**config.mk**
```make
export PLATFORM = sky130hd
export DESIGN_NAME = round_robin_task_waker_top
export DESIGN_NICKNAME = d
export VERILOG_FILES = /design/src/rtl/rrtw_pkg.sv /design/src/rtl/rrtw_cell.sv /design/src/rtl/round_robin_task_waker_top.sv
export SDC_FILE = /design/constraint.sdc
export NUM_CORES = 1
export LEC_CHECK = 0
export BUFFER_PORTS_ARGS = -buffer_cell sky130_fd_sc_hd__clkbuf_2
export CAP_MARGIN = 20
export CORE_ASPECT_RATIO = 1.4
export CORE_UTILIZATION = 25
export CTS_CLUSTER_SIZE = 12
export DETAILED_ROUTE_END_ITERATION = 10
export SLEW_MARGIN = 20
export SYNTH_ARGS = -nofsm -noshare
export SYNTH_HDL_FRONTEND = slang
export SYNTH_SLANG_ARGS = --single-unit
```
**constraint.sdc**
```tcl
create_clock -name clk -period 7.35 [get_ports clk]
set_clock_uncertainty 0.05 [all_clocks]
set_input_delay 1.1025 -clock clk [delete_from_list [all_inputs] [get_ports clk]]
set_output_delay 1.1025 -clock clk [all_outputs]
set_load 0.02 [all_outputs]
```
**src/rtl/rrtw_pkg.sv**
```systemverilog
`default_nettype none
// ----------------------------------------------------------------------------
// rrtw_pkg
// Shared types, sizes and codes of the round-robin task waker.
// ----------------------------------------------------------------------------
package rrtw_pkg;

    localparam int MAX_TASKS = 8;
    localparam int TICK_BITS = 32;

    localparam int IDX_W  = (MAX_TASKS > 1) ? $clog2(MAX_TASKS) : 1;
    localparam int CNT_W  = $clog2(MAX_TASKS + 1);
    localparam int ADDR_W = 5;
    localparam int MASK_W = 8;

    typedef logic [TICK_BITS-1:0] tick_t;

    typedef enum logic [2:0] {
        OP_SELECT = 3'd0,
        OP_HALTED = 3'd1,
        OP_DELAY  = 3'd2,
        OP_SLEEP  = 3'd3,
        OP_WAKE   = 3'd4
    } opcode_t;

    typedef enum logic [2:0] {
        REG_TASK_COUNT = 3'd0,
        REG_SETUP_MASK = 3'd1,
        REG_LOOP_MASK  = 3'd2,
        REG_CRASH_MASK = 3'd3,
        REG_HALT_TMO   = 3'd4
    } reg_index_t;

    localparam logic [1:0] PHASE_SETUP = 2'd0;
    localparam logic [1:0] PHASE_LOOP  = 2'd1;
    localparam logic [1:0] PHASE_CRASH = 2'd2;

    localparam logic [1:0] MODE_AWAKE = 2'd0;
    localparam logic [1:0] MODE_DELAY = 2'd1;
    localparam logic [1:0] MODE_SLEEP = 2'd2;

    localparam logic [1:0] ROUTINE_SETUP = 2'd0;
    localparam logic [1:0] ROUTINE_LOOP  = 2'd1;
    localparam logic [1:0] ROUTINE_CRASH = 2'd2;

    // writes into one cell, decoded from an accepted item
    typedef struct packed {
        logic wr_delay;
        logic wr_sleep;
        logic wr_wake;
        logic wr_crash;
    } cell_cmd_t;

    // routine presence bits of one task
    typedef struct packed {
        logic setup;
        logic loop;
        logic crash;
    } cell_mask_t;

    // report of the cell that holds the scan token
    typedef struct packed {
        logic       hit;
        logic [1:0] routine;
        logic       present;
    } cell_rpt_t;

endpackage
`default_nettype wire

```
**src/rtl/rrtw_cell.sv**
```systemverilog
`default_nettype none
// ----------------------------------------------------------------------------
// rrtw_cell
// One task slot: life phase, sleep mode, wake time and the scan token.
// ----------------------------------------------------------------------------
module rrtw_cell (
    input  wire logic               clk,
    input  wire logic               rst_n,
    input  wire rrtw_pkg::cell_cmd_t cmd,
    input  wire rrtw_pkg::tick_t    wake_value,
    input  wire rrtw_pkg::tick_t    scan_now,
    input  wire rrtw_pkg::cell_mask_t mask,
    input  wire logic               tok_load,
    input  wire logic               tok_in,
    input  wire logic               tok_cont,
    output logic                    tok,
    output rrtw_pkg::cell_rpt_t     rpt
);

    logic [1:0]      phase_reg;
    logic [1:0]      phase_next;
    logic [1:0]      mode_reg;
    logic [1:0]      mode_next;
    logic            tok_reg;
    logic            tok_next;
    rrtw_pkg::tick_t wake_time_reg;
    rrtw_pkg::tick_t diff;
    logic            expired;
    logic            hit;

    always_comb
    begin
        diff    = scan_now - wake_time_reg;
        // wrap-safe: passed when the difference is non-negative
        expired = (mode_reg == rrtw_pkg::MODE_DELAY) && !diff[rrtw_pkg::TICK_BITS-1];
        hit     = tok_reg && ((mode_reg == rrtw_pkg::MODE_AWAKE) || expired);
    end

    always_comb
    begin
        phase_next = phase_reg;
        mode_next  = mode_reg;
        rpt        = '0;
        if (cmd.wr_crash)
        begin
            phase_next = rrtw_pkg::PHASE_CRASH;
        end
        if (cmd.wr_delay)
        begin
            mode_next = rrtw_pkg::MODE_DELAY;
        end
        if (cmd.wr_sleep)
        begin
            mode_next = rrtw_pkg::MODE_SLEEP;
        end
        if (cmd.wr_wake)
        begin
            mode_next = rrtw_pkg::MODE_AWAKE;
        end
        if (hit)
        begin
            mode_next = rrtw_pkg::MODE_AWAKE;
            rpt.hit   = 1'b1;
            case (phase_reg)
                rrtw_pkg::PHASE_LOOP:
                begin
                    rpt.routine = rrtw_pkg::ROUTINE_LOOP;
                    rpt.present = mask.loop;
                end
                rrtw_pkg::PHASE_CRASH:
                begin
                    rpt.routine = rrtw_pkg::ROUTINE_CRASH;
                    rpt.present = mask.crash;
                    phase_next  = rrtw_pkg::PHASE_SETUP;
                end
                default:
                begin
                    rpt.routine = rrtw_pkg::ROUTINE_SETUP;
                    rpt.present = mask.setup;
                    phase_next  = rrtw_pkg::PHASE_LOOP;
                end
            endcase
        end
        // hand the token on, or drop it when the scan ends
        tok_next = tok_load || (tok_in && tok_cont);
    end

    always_ff @(posedge clk or negedge rst_n)
    begin
        if (!rst_n)
        begin
            phase_reg <= rrtw_pkg::PHASE_SETUP;
            mode_reg  <= rrtw_pkg::MODE_AWAKE;
            tok_reg   <= 1'b0;
        end
        else
        begin
            phase_reg <= phase_next;
            mode_reg  <= mode_next;
            tok_reg   <= tok_next;
        end
    end

    always_ff @(posedge clk)
    begin
        if (cmd.wr_delay)
        begin
            wake_time_reg <= wake_value;
        end
    end

    assign tok = tok_reg;

endmodule
`default_nettype wire

```
**src/rtl/round_robin_task_waker_top.sv**
```systemverilog
`default_nettype none
// ----------------------------------------------------------------------------
// round_robin_task_waker_top
// Round-robin task picker: a ring of task cells passes a scan token.
// ----------------------------------------------------------------------------
// Timing: delay, sleep, wake and halt items show their result in the cycle after
// start; a select visits 1 to task count tasks (at most 8), one cell per cycle as
// the token moves down the ring; the result is registered on a hit or at the last task.
// Flow: busy is high while a select scans; a new item may start in the
// cycle its predecessor's result is shown. The receiver cannot stall.
// Reset: all tasks in setup and awake, pointer and last run zero, registers
// at their defaults; wake times hold no value until a delay writes them.
module round_robin_task_waker_top (
    input  wire logic                          clk,
    input  wire logic                          rst_n,
    input  wire logic                          start,
    output logic                               busy,
    input  wire logic [2:0]                    opcode,
    input  wire logic [2:0]                    task_index,
    input  wire logic [31:0]                   delay_ticks,
    input  wire logic [31:0]                   now_tick,
    output logic                               done,
    output logic                               task_valid,
    output logic [2:0]                         task_id,
    output logic [1:0]                         routine,
    output logic                               routine_present,
    output logic [15:0]                        halt_deadline,
    input  wire logic                          psel,
    input  wire logic                          penable,
    input  wire logic                          pwrite,
    input  wire logic [rrtw_pkg::ADDR_W-1:0]   paddr,
    input  wire logic [31:0]                   pwdata,
    output logic [31:0]                        prdata,
    output logic                               pready
);

    localparam int N     = rrtw_pkg::MAX_TASKS;
    localparam int IDX_W = rrtw_pkg::IDX_W;
    localparam int CNT_W = rrtw_pkg::CNT_W;

    typedef enum logic [1:0] {
        S_IDLE = 2'b01,
        S_SCAN = 2'b10
    } state_t;

    state_t state_reg;
    state_t state_next;

    // configuration
    logic [3:0]  task_count_reg;
    logic [7:0]  setup_mask_reg;
    logic [7:0]  loop_mask_reg;
    logic [7:0]  crash_mask_reg;
    logic [15:0] halt_tmo_reg;
    logic        cfg_wr;

    // scan control
    logic [IDX_W-1:0] ptr_reg;
    logic [IDX_W-1:0] ptr_next;
    logic [IDX_W-1:0] cur_reg;
    logic [IDX_W-1:0] cur_next;
    logic [IDX_W-1:0] last_run_reg;
    logic [IDX_W-1:0] last_run_next;
    logic [CNT_W-1:0] step_reg;
    logic [CNT_W-1:0] step_next;
    rrtw_pkg::tick_t  now_reg;

    logic             accept;
    logic             is_select;
    logic             idx_ok;
    logic [CNT_W-1:0] n_act;
    logic [CNT_W-1:0] cur_plus;
    logic [IDX_W-1:0] cur_wrap;
    logic [IDX_W-1:0] start_idx;
    logic             scanning;
    logic             last_step;
    logic             tok_cont;
    rrtw_pkg::tick_t  wake_value;

    // ring
    rrtw_pkg::cell_cmd_t  cmd     [N];
    rrtw_pkg::cell_mask_t cmask   [N];
    rrtw_pkg::cell_rpt_t  rpt     [N];
    logic [N-1:0]         tok;
    logic [N-1:0]         tok_in;
    logic [N-1:0]         tok_load;
    logic [N-1:0]         last_act;
    rrtw_pkg::cell_rpt_t  rpt_any;

    // result
    logic        done_reg;
    logic        valid_reg;
    logic [2:0]  id_reg;
    logic [1:0]  routine_reg;
    logic        present_reg;
    logic [15:0] deadline_reg;

    // ------------------------------------------------------------------
    // configuration port
    // ------------------------------------------------------------------
    assign cfg_wr = psel && penable && pwrite && pready;
    assign pready = 1'b1;

    always_ff @(posedge clk or negedge rst_n)
    begin
        if (!rst_n)
        begin
            task_count_reg <= 4'd1;
            setup_mask_reg <= 8'hFF;
            loop_mask_reg  <= 8'hFF;
            crash_mask_reg <= 8'hFF;
            halt_tmo_reg   <= 16'd1000;
        end
        else if (cfg_wr)
        begin
            case (rrtw_pkg::reg_index_t'(paddr[4:2]))
                rrtw_pkg::REG_TASK_COUNT: task_count_reg <= pwdata[3:0];
                rrtw_pkg::REG_SETUP_MASK: setup_mask_reg <= pwdata[7:0];
                rrtw_pkg::REG_LOOP_MASK:  loop_mask_reg  <= pwdata[7:0];
                rrtw_pkg::REG_CRASH_MASK: crash_mask_reg <= pwdata[7:0];
                rrtw_pkg::REG_HALT_TMO:   halt_tmo_reg   <= pwdata[15:0];
                default:                  ;
            endcase
        end
    end

    always_comb
    begin
        case (rrtw_pkg::reg_index_t'(paddr[4:2]))
            rrtw_pkg::REG_TASK_COUNT: prdata = {28'd0, task_count_reg};
            rrtw_pkg::REG_SETUP_MASK: prdata = {24'd0, setup_mask_reg};
            rrtw_pkg::REG_LOOP_MASK:  prdata = {24'd0, loop_mask_reg};
            rrtw_pkg::REG_CRASH_MASK: prdata = {24'd0, crash_mask_reg};
            rrtw_pkg::REG_HALT_TMO:   prdata = {16'd0, halt_tmo_reg};
            default:                  prdata = 32'd0;
        endcase
    end

    // ------------------------------------------------------------------
    // item decode and scan control
    // ------------------------------------------------------------------
    assign busy      = (state_reg == S_SCAN);
    assign scanning  = (state_reg == S_SCAN);
    assign accept    = start && !busy;
    assign is_select = (rrtw_pkg::opcode_t'(opcode) == rrtw_pkg::OP_SELECT);
    assign idx_ok    = (int'(task_index) < N);
    assign wake_value = rrtw_pkg::tick_t'(now_tick) + rrtw_pkg::tick_t'(delay_ticks);

    // count 0 acts as 1, above the ring size as the ring size
    always_comb
    begin
        if (task_count_reg == 4'd0)
        begin
            n_act = CNT_W'(1);
        end
        else if (int'(task_count_reg) > N)
        begin
            n_act = CNT_W'(N);
        end
        else
        begin
            n_act = CNT_W'(task_count_reg);
        end
    end

    assign start_idx = (CNT_W'(ptr_reg) >= n_act) ? '0 : ptr_reg;
    assign cur_plus  = CNT_W'(cur_reg) + CNT_W'(1);
    assign cur_wrap  = (cur_plus >= n_act) ? '0 : IDX_W'(cur_plus);
    assign last_step = (step_reg == n_act - CNT_W'(1));
    assign tok_cont  = scanning && !rpt_any.hit && !last_step;

    always_comb
    begin
        rpt_any = '0;
        for (int i = 0; i < N; i++)
        begin
            rpt_any = rpt_any | rpt[i];
        end
    end

    always_comb
    begin
        state_next    = state_reg;
        ptr_next      = ptr_reg;
        cur_next      = cur_reg;
        step_next     = step_reg;
        last_run_next = last_run_reg;
        case (state_reg)
            S_IDLE:
            begin
                if (accept && is_select)
                begin
                    state_next = S_SCAN;
                    cur_next   = start_idx;
                    step_next  = '0;
                end
            end
            S_SCAN:
            begin
                cur_next  = cur_wrap;
                step_next = step_reg + CNT_W'(1);
                if (rpt_any.hit)
                begin
                    state_next    = S_IDLE;
                    last_run_next = cur_reg;
                    ptr_next      = cur_wrap;
                end
                else if (last_step)
                begin
                    state_next = S_IDLE;
                end
            end
            default:
            begin
                state_next = S_IDLE;
            end
        endcase
    end

    always_ff @(posedge clk or negedge rst_n)
    begin
        if (!rst_n)
        begin
            state_reg    <= S_IDLE;
            ptr_reg      <= '0;
            cur_reg      <= '0;
            step_reg     <= '0;
            last_run_reg <= '0;
            done_reg     <= 1'b0;
        end
        else
        begin
            state_reg    <= state_next;
            ptr_reg      <= ptr_next;
            cur_reg      <= cur_next;
            step_reg     <= step_next;
            last_run_reg <= last_run_next;
            done_reg     <= (accept && !is_select) ||
                            (scanning && (rpt_any.hit || last_step));
        end
    end

    always_ff @(posedge clk)
    begin
        if (accept && is_select)
        begin
            now_reg <= rrtw_pkg::tick_t'(now_tick);
        end
        if (scanning && rpt_any.hit)
        begin
            valid_reg    <= 1'b1;
            id_reg       <= 3'(cur_reg);
            routine_reg  <= rpt_any.routine;
            present_reg  <= rpt_any.present;
            deadline_reg <= rpt_any.present ? (now_reg[15:0] + halt_tmo_reg) : 16'd0;
        end
        else
        begin
            valid_reg    <= 1'b0;
            id_reg       <= 3'd0;
            routine_reg  <= rrtw_pkg::ROUTINE_SETUP;
            present_reg  <= 1'b0;
            deadline_reg <= 16'd0;
        end
    end

    // ------------------------------------------------------------------
    // ring of task cells
    // ------------------------------------------------------------------
    // the last active cell hands its token back to cell 0
    always_comb
    begin
        for (int i = 0; i < N; i++)
        begin
            last_act[i] = (CNT_W'(i) == n_act - CNT_W'(1));
        end
        tok_in[0] = |(tok & last_act);
        for (int i = 1; i < N; i++)
        begin
            tok_in[i] = tok[i-1] && !last_act[i-1];
        end
    end

    for (genvar g = 0; g < N; g++)
    begin : g_cell
        assign tok_load[g]     = accept && is_select && (start_idx == IDX_W'(g));
        assign cmd[g].wr_delay = accept && idx_ok && (int'(task_index) == g) &&
                                 (rrtw_pkg::opcode_t'(opcode) == rrtw_pkg::OP_DELAY);
        assign cmd[g].wr_sleep = accept && idx_ok && (int'(task_index) == g) &&
                                 (rrtw_pkg::opcode_t'(opcode) == rrtw_pkg::OP_SLEEP);
        assign cmd[g].wr_wake  = accept && idx_ok && (int'(task_index) == g) &&
                                 (rrtw_pkg::opcode_t'(opcode) == rrtw_pkg::OP_WAKE);
        assign cmd[g].wr_crash = accept && (last_run_reg == IDX_W'(g)) &&
                                 (rrtw_pkg::opcode_t'(opcode) == rrtw_pkg::OP_HALTED);

        if (g < rrtw_pkg::MASK_W)
        begin : g_mask
            assign cmask[g].setup = setup_mask_reg[g];
            assign cmask[g].loop  = loop_mask_reg[g];
            assign cmask[g].crash = crash_mask_reg[g];
        end
        else
        begin : g_nomask
            assign cmask[g] = '0;
        end

        rrtw_cell u_cell (
            .clk        (clk),
            .rst_n      (rst_n),
            .cmd        (cmd[g]),
            .wake_value (wake_value),
            .scan_now   (now_reg),
            .mask       (cmask[g]),
            .tok_load   (tok_load[g]),
            .tok_in     (tok_in[g]),
            .tok_cont   (tok_cont),
            .tok        (tok[g]),
            .rpt        (rpt[g])
        );
    end

    assign done            = done_reg;
    assign task_valid      = valid_reg;
    assign task_id         = id_reg;
    assign routine         = routine_reg;
    assign routine_present = present_reg;
    assign halt_deadline   = deadline_reg;

endmodule
`default_nettype wire

```
## Yosys cells after proc, flatten, opt, wreduce, memory -nomap -nowiden

Cells that the tools add are included.

| storage, ports and cells | value |
|---|---|
| flip-flop bits (word level) | 411 |
| input bits | 113 |
| output and inout bits | 58 |
| logic and storage cells | 391 |

| operators by class | value |
|---|---|
| $add $sub $neg | 13 |
| magnitude comparators | 3 |
| equality and inequality tests | 65 |
| multiplexer cells | 86 |
| bitwise gates (word level) | 8 |
| reductions and logical operators | 167 |

Operators with widths:

| cell | number |
|---|---|
| subtractor 32 bit | 8 |
| two-way mux 2 bit | 51 |
| logical AND 1 bit | 96 |
| one-hot mux 16 bit (5 select lines) | 1 |
| one-hot mux 3 bit (2 select lines) | 9 |
| two-way mux 4 bit | 11 |
| == test 3 bit, second input constant | 14 |
| one-hot mux 2 bit (2 select lines) | 9 |
| == test 2 x 1 -> 1 bit, second input constant | 17 |
| adder 32 bit | 1 |
| nonzero test 4 bit | 8 |
| == test 3 x 2 -> 1 bit, second input constant | 10 |
| OR 4 bit | 7 |
| logical NOT 1 bit | 19 |
| == test 2 bit, second input constant | 9 |
| logical OR 1 bit | 18 |
| AND reduction 2 bit | 9 |
| adder 16 bit | 1 |
| == test 3 x 4 -> 1 bit, first input constant | 4 |
| logical NOT 2 bit | 8 |
| == test 3 x 1 -> 1 bit, second input constant | 5 |
| logical NOT 3 bit | 5 |
| two-way mux 3 bit | 3 |
| AND 8 bit | 1 |
| other kinds (16) | 18 |

## Depth between registers and ports, before layout

| logic depth | value |
|---|---|
| depth after elaboration | 18 |
| mapped depth | 14 |

## Hierarchy

A second synthesis with hierarchy kept.

| unflattened totals | value |
|---|---|
| cell total of the unflattened synthesis | 2246 |
| area, all modules | 24254.5 um^2 |

Modules (own cells, without submodules):

| module | times used | cells each | area an instance (um^2) | sequential area each (um^2) |
|---|---|---|---|---|
| rrtw_cell | 8 | 178 | 2054.5 | 1086.0 |
| round_robin_task_waker_top | 1 | 822 | 7818.7 | 2962.8 |

## Worst setup path after synthesis

Ideal clock, no wire load.

| timing | value |
|---|---|
| path type | in2reg |
| from | input port opcode[1] |
| to | register cur_reg[0] |
| library setup time | 95 ps |
| arrival | 5587 ps |
| data required time | 7205 ps |
| setup slack | 1618 ps |
| stages | 7 |
| buffers on the path | 1 |
| cells stage by stage | nor4_1 nand2_1 or2_2 clkbuf_1 nor2_1 a21oi_1 o31ai_1 |

| between the ends | value |
|---|---|
| longest elaborated chain between the ends | 4 |

Ends and longest elaborated chain:

| what | line | RTL |
|---|---|---|
| from (decl) | round_robin_task_waker_top.sv:18 | `input wire logic [2:0] opcode,` |
| logical NOT 3 bit | round_robin_task_waker_top.sv:145 | `assign is_select = (rrtw_pkg::opcode_t'(opcode) == rrtw_pkg::OP_SELECT);` |
| logical AND 1 bit | round_robin_task_waker_top.sv:191 | `if (accept && is_select)` |
| != test 2 bit (no line) | n/a |  |
| AND reduction 2 bit (no line) | n/a |  |
| to (signal assigned) | round_robin_task_waker_top.sv:235 | `cur_reg <= cur_next;` |
| to (decl) | round_robin_task_waker_top.sv:60 | `logic [IDX_W-1:0] cur_reg;` |

No other way between the ends.
A chain may end at the register's enable or synchronous reset.

## Final worst setup path

| timing | value |
|---|---|
| from | register now_reg[29] |
| to | register last_run_reg[0] |

| between the ends | value |
|---|---|
| longest elaborated chain between the ends | 14 |
| elaborated cells between the ends (all ways) | 56 |

Ends and longest elaborated chain:

| what | line | RTL |
|---|---|---|
| from (decl) | round_robin_task_waker_top.sv:66 | `rrtw_pkg::tick_t now_reg;` |
| from (signal assigned) | round_robin_task_waker_top.sv:247 | `now_reg <= rrtw_pkg::tick_t'(now_tick);` |
| subtractor 32 bit | rrtw_cell.sv:33 | `diff = scan_now - wake_time_reg;` |
| logical NOT 1 bit | rrtw_cell.sv:35 | `expired = (mode_reg == rrtw_pkg::MODE_DELAY) && !diff[rrtw_pkg::TICK_BITS-1];` |
| logical AND 1 bit | rrtw_cell.sv:35 |  |
| logical OR 1 bit | rrtw_cell.sv:36 | `hit = tok_reg && ((mode_reg == rrtw_pkg::MODE_AWAKE) \|\| expired);` |
| logical AND 1 bit | rrtw_cell.sv:36 |  |
| two-way mux 4 bit | rrtw_cell.sv:60 | `if (hit)` |
| OR 4 bit (6 in a row) | round_robin_task_waker_top.sv:177 | `rpt_any = rpt_any \| rpt[i];` |
| OR 4 bit * | round_robin_task_waker_top.sv:177 |  |
| AND reduction 2 bit (no line) * | n/a |  |
| to (signal assigned) | round_robin_task_waker_top.sv:237 | `last_run_reg <= last_run_next;` |
| to (decl) | round_robin_task_waker_top.sv:62 | `logic [IDX_W-1:0] last_run_reg;` |

Mark *: on every way between the ends. The rest lies on a longest branch, timed or not.

==> run metrics <==
Final setup viols=0; pwr dens=215.0 nW/um^2; first-iteration detailed-routing DRC count=1135; multi-input logic area=10870 sq um; Mapped Cells=2127; HP Start=halt_tmo_reg[0]; WL/cell=18.98 microns; number of synthesized flops with an enable pin=288; fraction of layout cells with a size suffix above 1=15.21%; worst vdd ir=0.1640 mV; WHS Path Cells=1; die area=96130 sq um; final-layout fill cell count=9610; cell family with most CP delay=simple AND/OR/NAND/NOR gates; Hold-fix buffers, CTS=0; r2r endpoint=last_run_reg[0]; commonest non-fill, non-tap cells in the layout=324 x ha_1, 295 x inv_1, 288 x edfxtp_1; max FFs per register=256; Crit. End Element=flop; CP required=7.80 ns; Leak=11.89 nW; Arr. time, crit path=5.32 ns; Starting Density=25.23%; Num CTS Buffers=49; Ports=171; Post-Route WL=67480 microns; Pins Over Slew Limit=0; Sequential Area=11650 sq um; CTS resizes=0; Mapped Avg Cell Area=11.15 sq um; R2R cell count=12; final hold violation count=0; Hold/Removal Path Class=reg2reg; status=finished clean; sequential share of the synthesized area=49.12%; TritonCTS Sinks=411; DP Wirelength=50860 microns; Setup TNS=0 ns; Final Util=29.42%; GR Overflow Total=0; gpl congestion=0.8376; Via Count=16860; metal3 WL=3721 microns; critical path buffer and inverter count=1; Max Cap Viol=0; critical path class=reg2reg; Post-Route M1 WL=28230 microns; ANT nets after route=0; Mapped Area=23720 sq um; synthesized flop and latch total=411; initial antenna violation count=6; Root Buffer=clkbuf_16; ys flop type=edfxtp_1; post-CTS setup buffers=0; vias per cell=4.741; Max Used Layer=met5; clock latency on the worst-skew pair=0.63 ns; startpoint types=flop; drt drc=0; Clock transition at path regs=0.06 ns; overall routing resource usage=13.79%; leading cell type in the layout, fill and taps excluded=ha_1; vias in the first global route=16590; PortBufs=135; # rows=133; Slew headroom=20.17%; Core ar.=94020 sq um; worst-path fanout max=26; CP Cell Sequence=ha_1, nand4_1, nor4_1, nand2_1, a211o_1, a21o_1, a31oi_1, nor4b_1, nand3b_2, nand2_4, inv_1, mux2_2; minimum clock period=4.872 ns; CTS Buffer Depth=3; width of the die=262.3 microns; Layout area overhead=16.63%; Die Y-Extent=366.5 microns; period utilization=66.28%; RSZ-0062 raised after global routing=false; Max Fclk=205.3 MHz; NumNets Final=2739; max incr delay on CP=0.82 ns; worst r2r src=now_reg[29]; flop-to-flop setup slack=2.48 ns; Synth Warn #=0; CP Depth=12; CTS H-Tree Depth=2; drt pass-1 iters=5; ANT cells=0; ys async rst share=24.33%; Cell variety after synth=91; largest net degree at the start of global routing=55; routed wl met2=33650 microns; Least-Margin Pin Slew=1.197 ns; Hold Path End=halt_tmo_reg[0]; CTS tree=yes; slowest CP cell=nor4_1; global-route wire length before repair=99910 microns
-- worst reg2reg max path, delay by kind of cell (launching register included) --
kind	cells	cell delay (ns)
flops	1	0.57
buf+inv	1	0.16
fa+ha+maj	1	0.42
mux	1	0.34
simple gates	6	2.03
compound gates	3	1.20
-- how the worst max path moves through the flow --
stage | start | to
2_1_floorplan | opcode[1] | cur_reg[0]
3_3_place_gp | delay_ticks[1] | g_cell[3].u_cell.wake_time_reg[31]
3_5_place_dp | delay_ticks[1] | g_cell[4].u_cell.wake_time_reg[31]
4_1_cts | now_reg[28] | last_run_reg[0]
5_1_grt | now_reg[29] | last_run_reg[0]
6_report | now_reg[29] | last_run_reg[0]
-- where the power goes --
| part | internal [mW] | leakage [nW] | switching (mW) |
|---|---|---|---|
| Combinational | 0.257 | 7.11 | 0.455 |
| Clock | 1.47 | 0.834 | 1.05 |
| Sequential | 2.65 | 3.95 | 0.0666 |
| Total | 4.38 | 11.9 | 1.57 |
-- cell type report --
class	instances	share of cell area, %
Timing Repair Buffer	148	3.021
Inverter	296	4.016
Tap cell	1215	5.495
Sequential cell	411	42.12
Clock buffer	58	4.754
Clock inverter	34	1.316
Multi-Input combinational cell	1394	39.28
-- routing by layer --
| metal | global-route usage, % | up-vias |
|---|---|---|
| li1 | - | 8087 |
| met1 | 16.76 | 8202 |
| met2 | 24.71 | 452 |
| met3 | 2.336 | 111 |
| met4 | 4.140 | 6 |
| met5 | 0 | - |
-- kinds of logic (layout without fill, tap and decap cells) --
logic type	count (synthesis)	in the layout	share of synthesized area [%]
other	2	17	0.03166
adders and majority gates	326	326	17.26
buffers and inverters	337	536	5.660
muxes	69	69	3.165
AOI/OAI and AO/OA	443	443	12.22
and+or+nand+nor	482	482	10.44
xor gates and xnor gates	57	57	2.105
DFF	411	411	49.12
-- through the flow --
| stage | hold WS (ns) | power (mW) | instance area [sq um] | cells | setup slack, ns |
|---|---|---|---|---|---|
| finish | 0.5009 | 5.948 | 27660 | 3556 | 2.478 |
| floorplan | 0.4488 | 3.201 | 23780 | 2142 | 1.618 |
| CTS | 0.4984 | 6.015 | 27580 | 3553 | 2.441 |
| global route | 0.5222 | 6.182 | 27660 | 3556 | 2.102 |
| global placement | 0.4772 | 3.470 | 25890 | 3461 | 1.897 |
| detailed placement | 0.4857 | 3.480 | 25900 | 3461 | 1.909 |
-- Yosys cell counts (15+ instances only) --
library cell,count,area [sq um]
xor2_1,25,219.0
inv_1,295,1107
dfxtp_1,23,460.4
a22oi_1,16,120.1
a21o_1,37,277.8
nor3_1,38,190.2
mux2_2,48,540.5
nand3_1,44,220.2
o21ai_0,101,505.5
buf_4,17,127.6
nand2_1,111,416.7
edfxtp_1,288,8648
dfstp_2,32,840.8
clkbuf_1,15,56.30
nand2b_1,30,187.7
mux2i_1,21,210.2
nor2b_1,20,125.1
xnor2_1,32,280.3
nor4_1,16,100.1
ha_1,324,4054
a21oi_1,125,625.6
nor2_1,109,409.1
dfrtp_1,68,1702
a211oi_1,22,165.2
nand4_1,36,225.2
No activity file was read; power rests on OpenSTA's default activity.
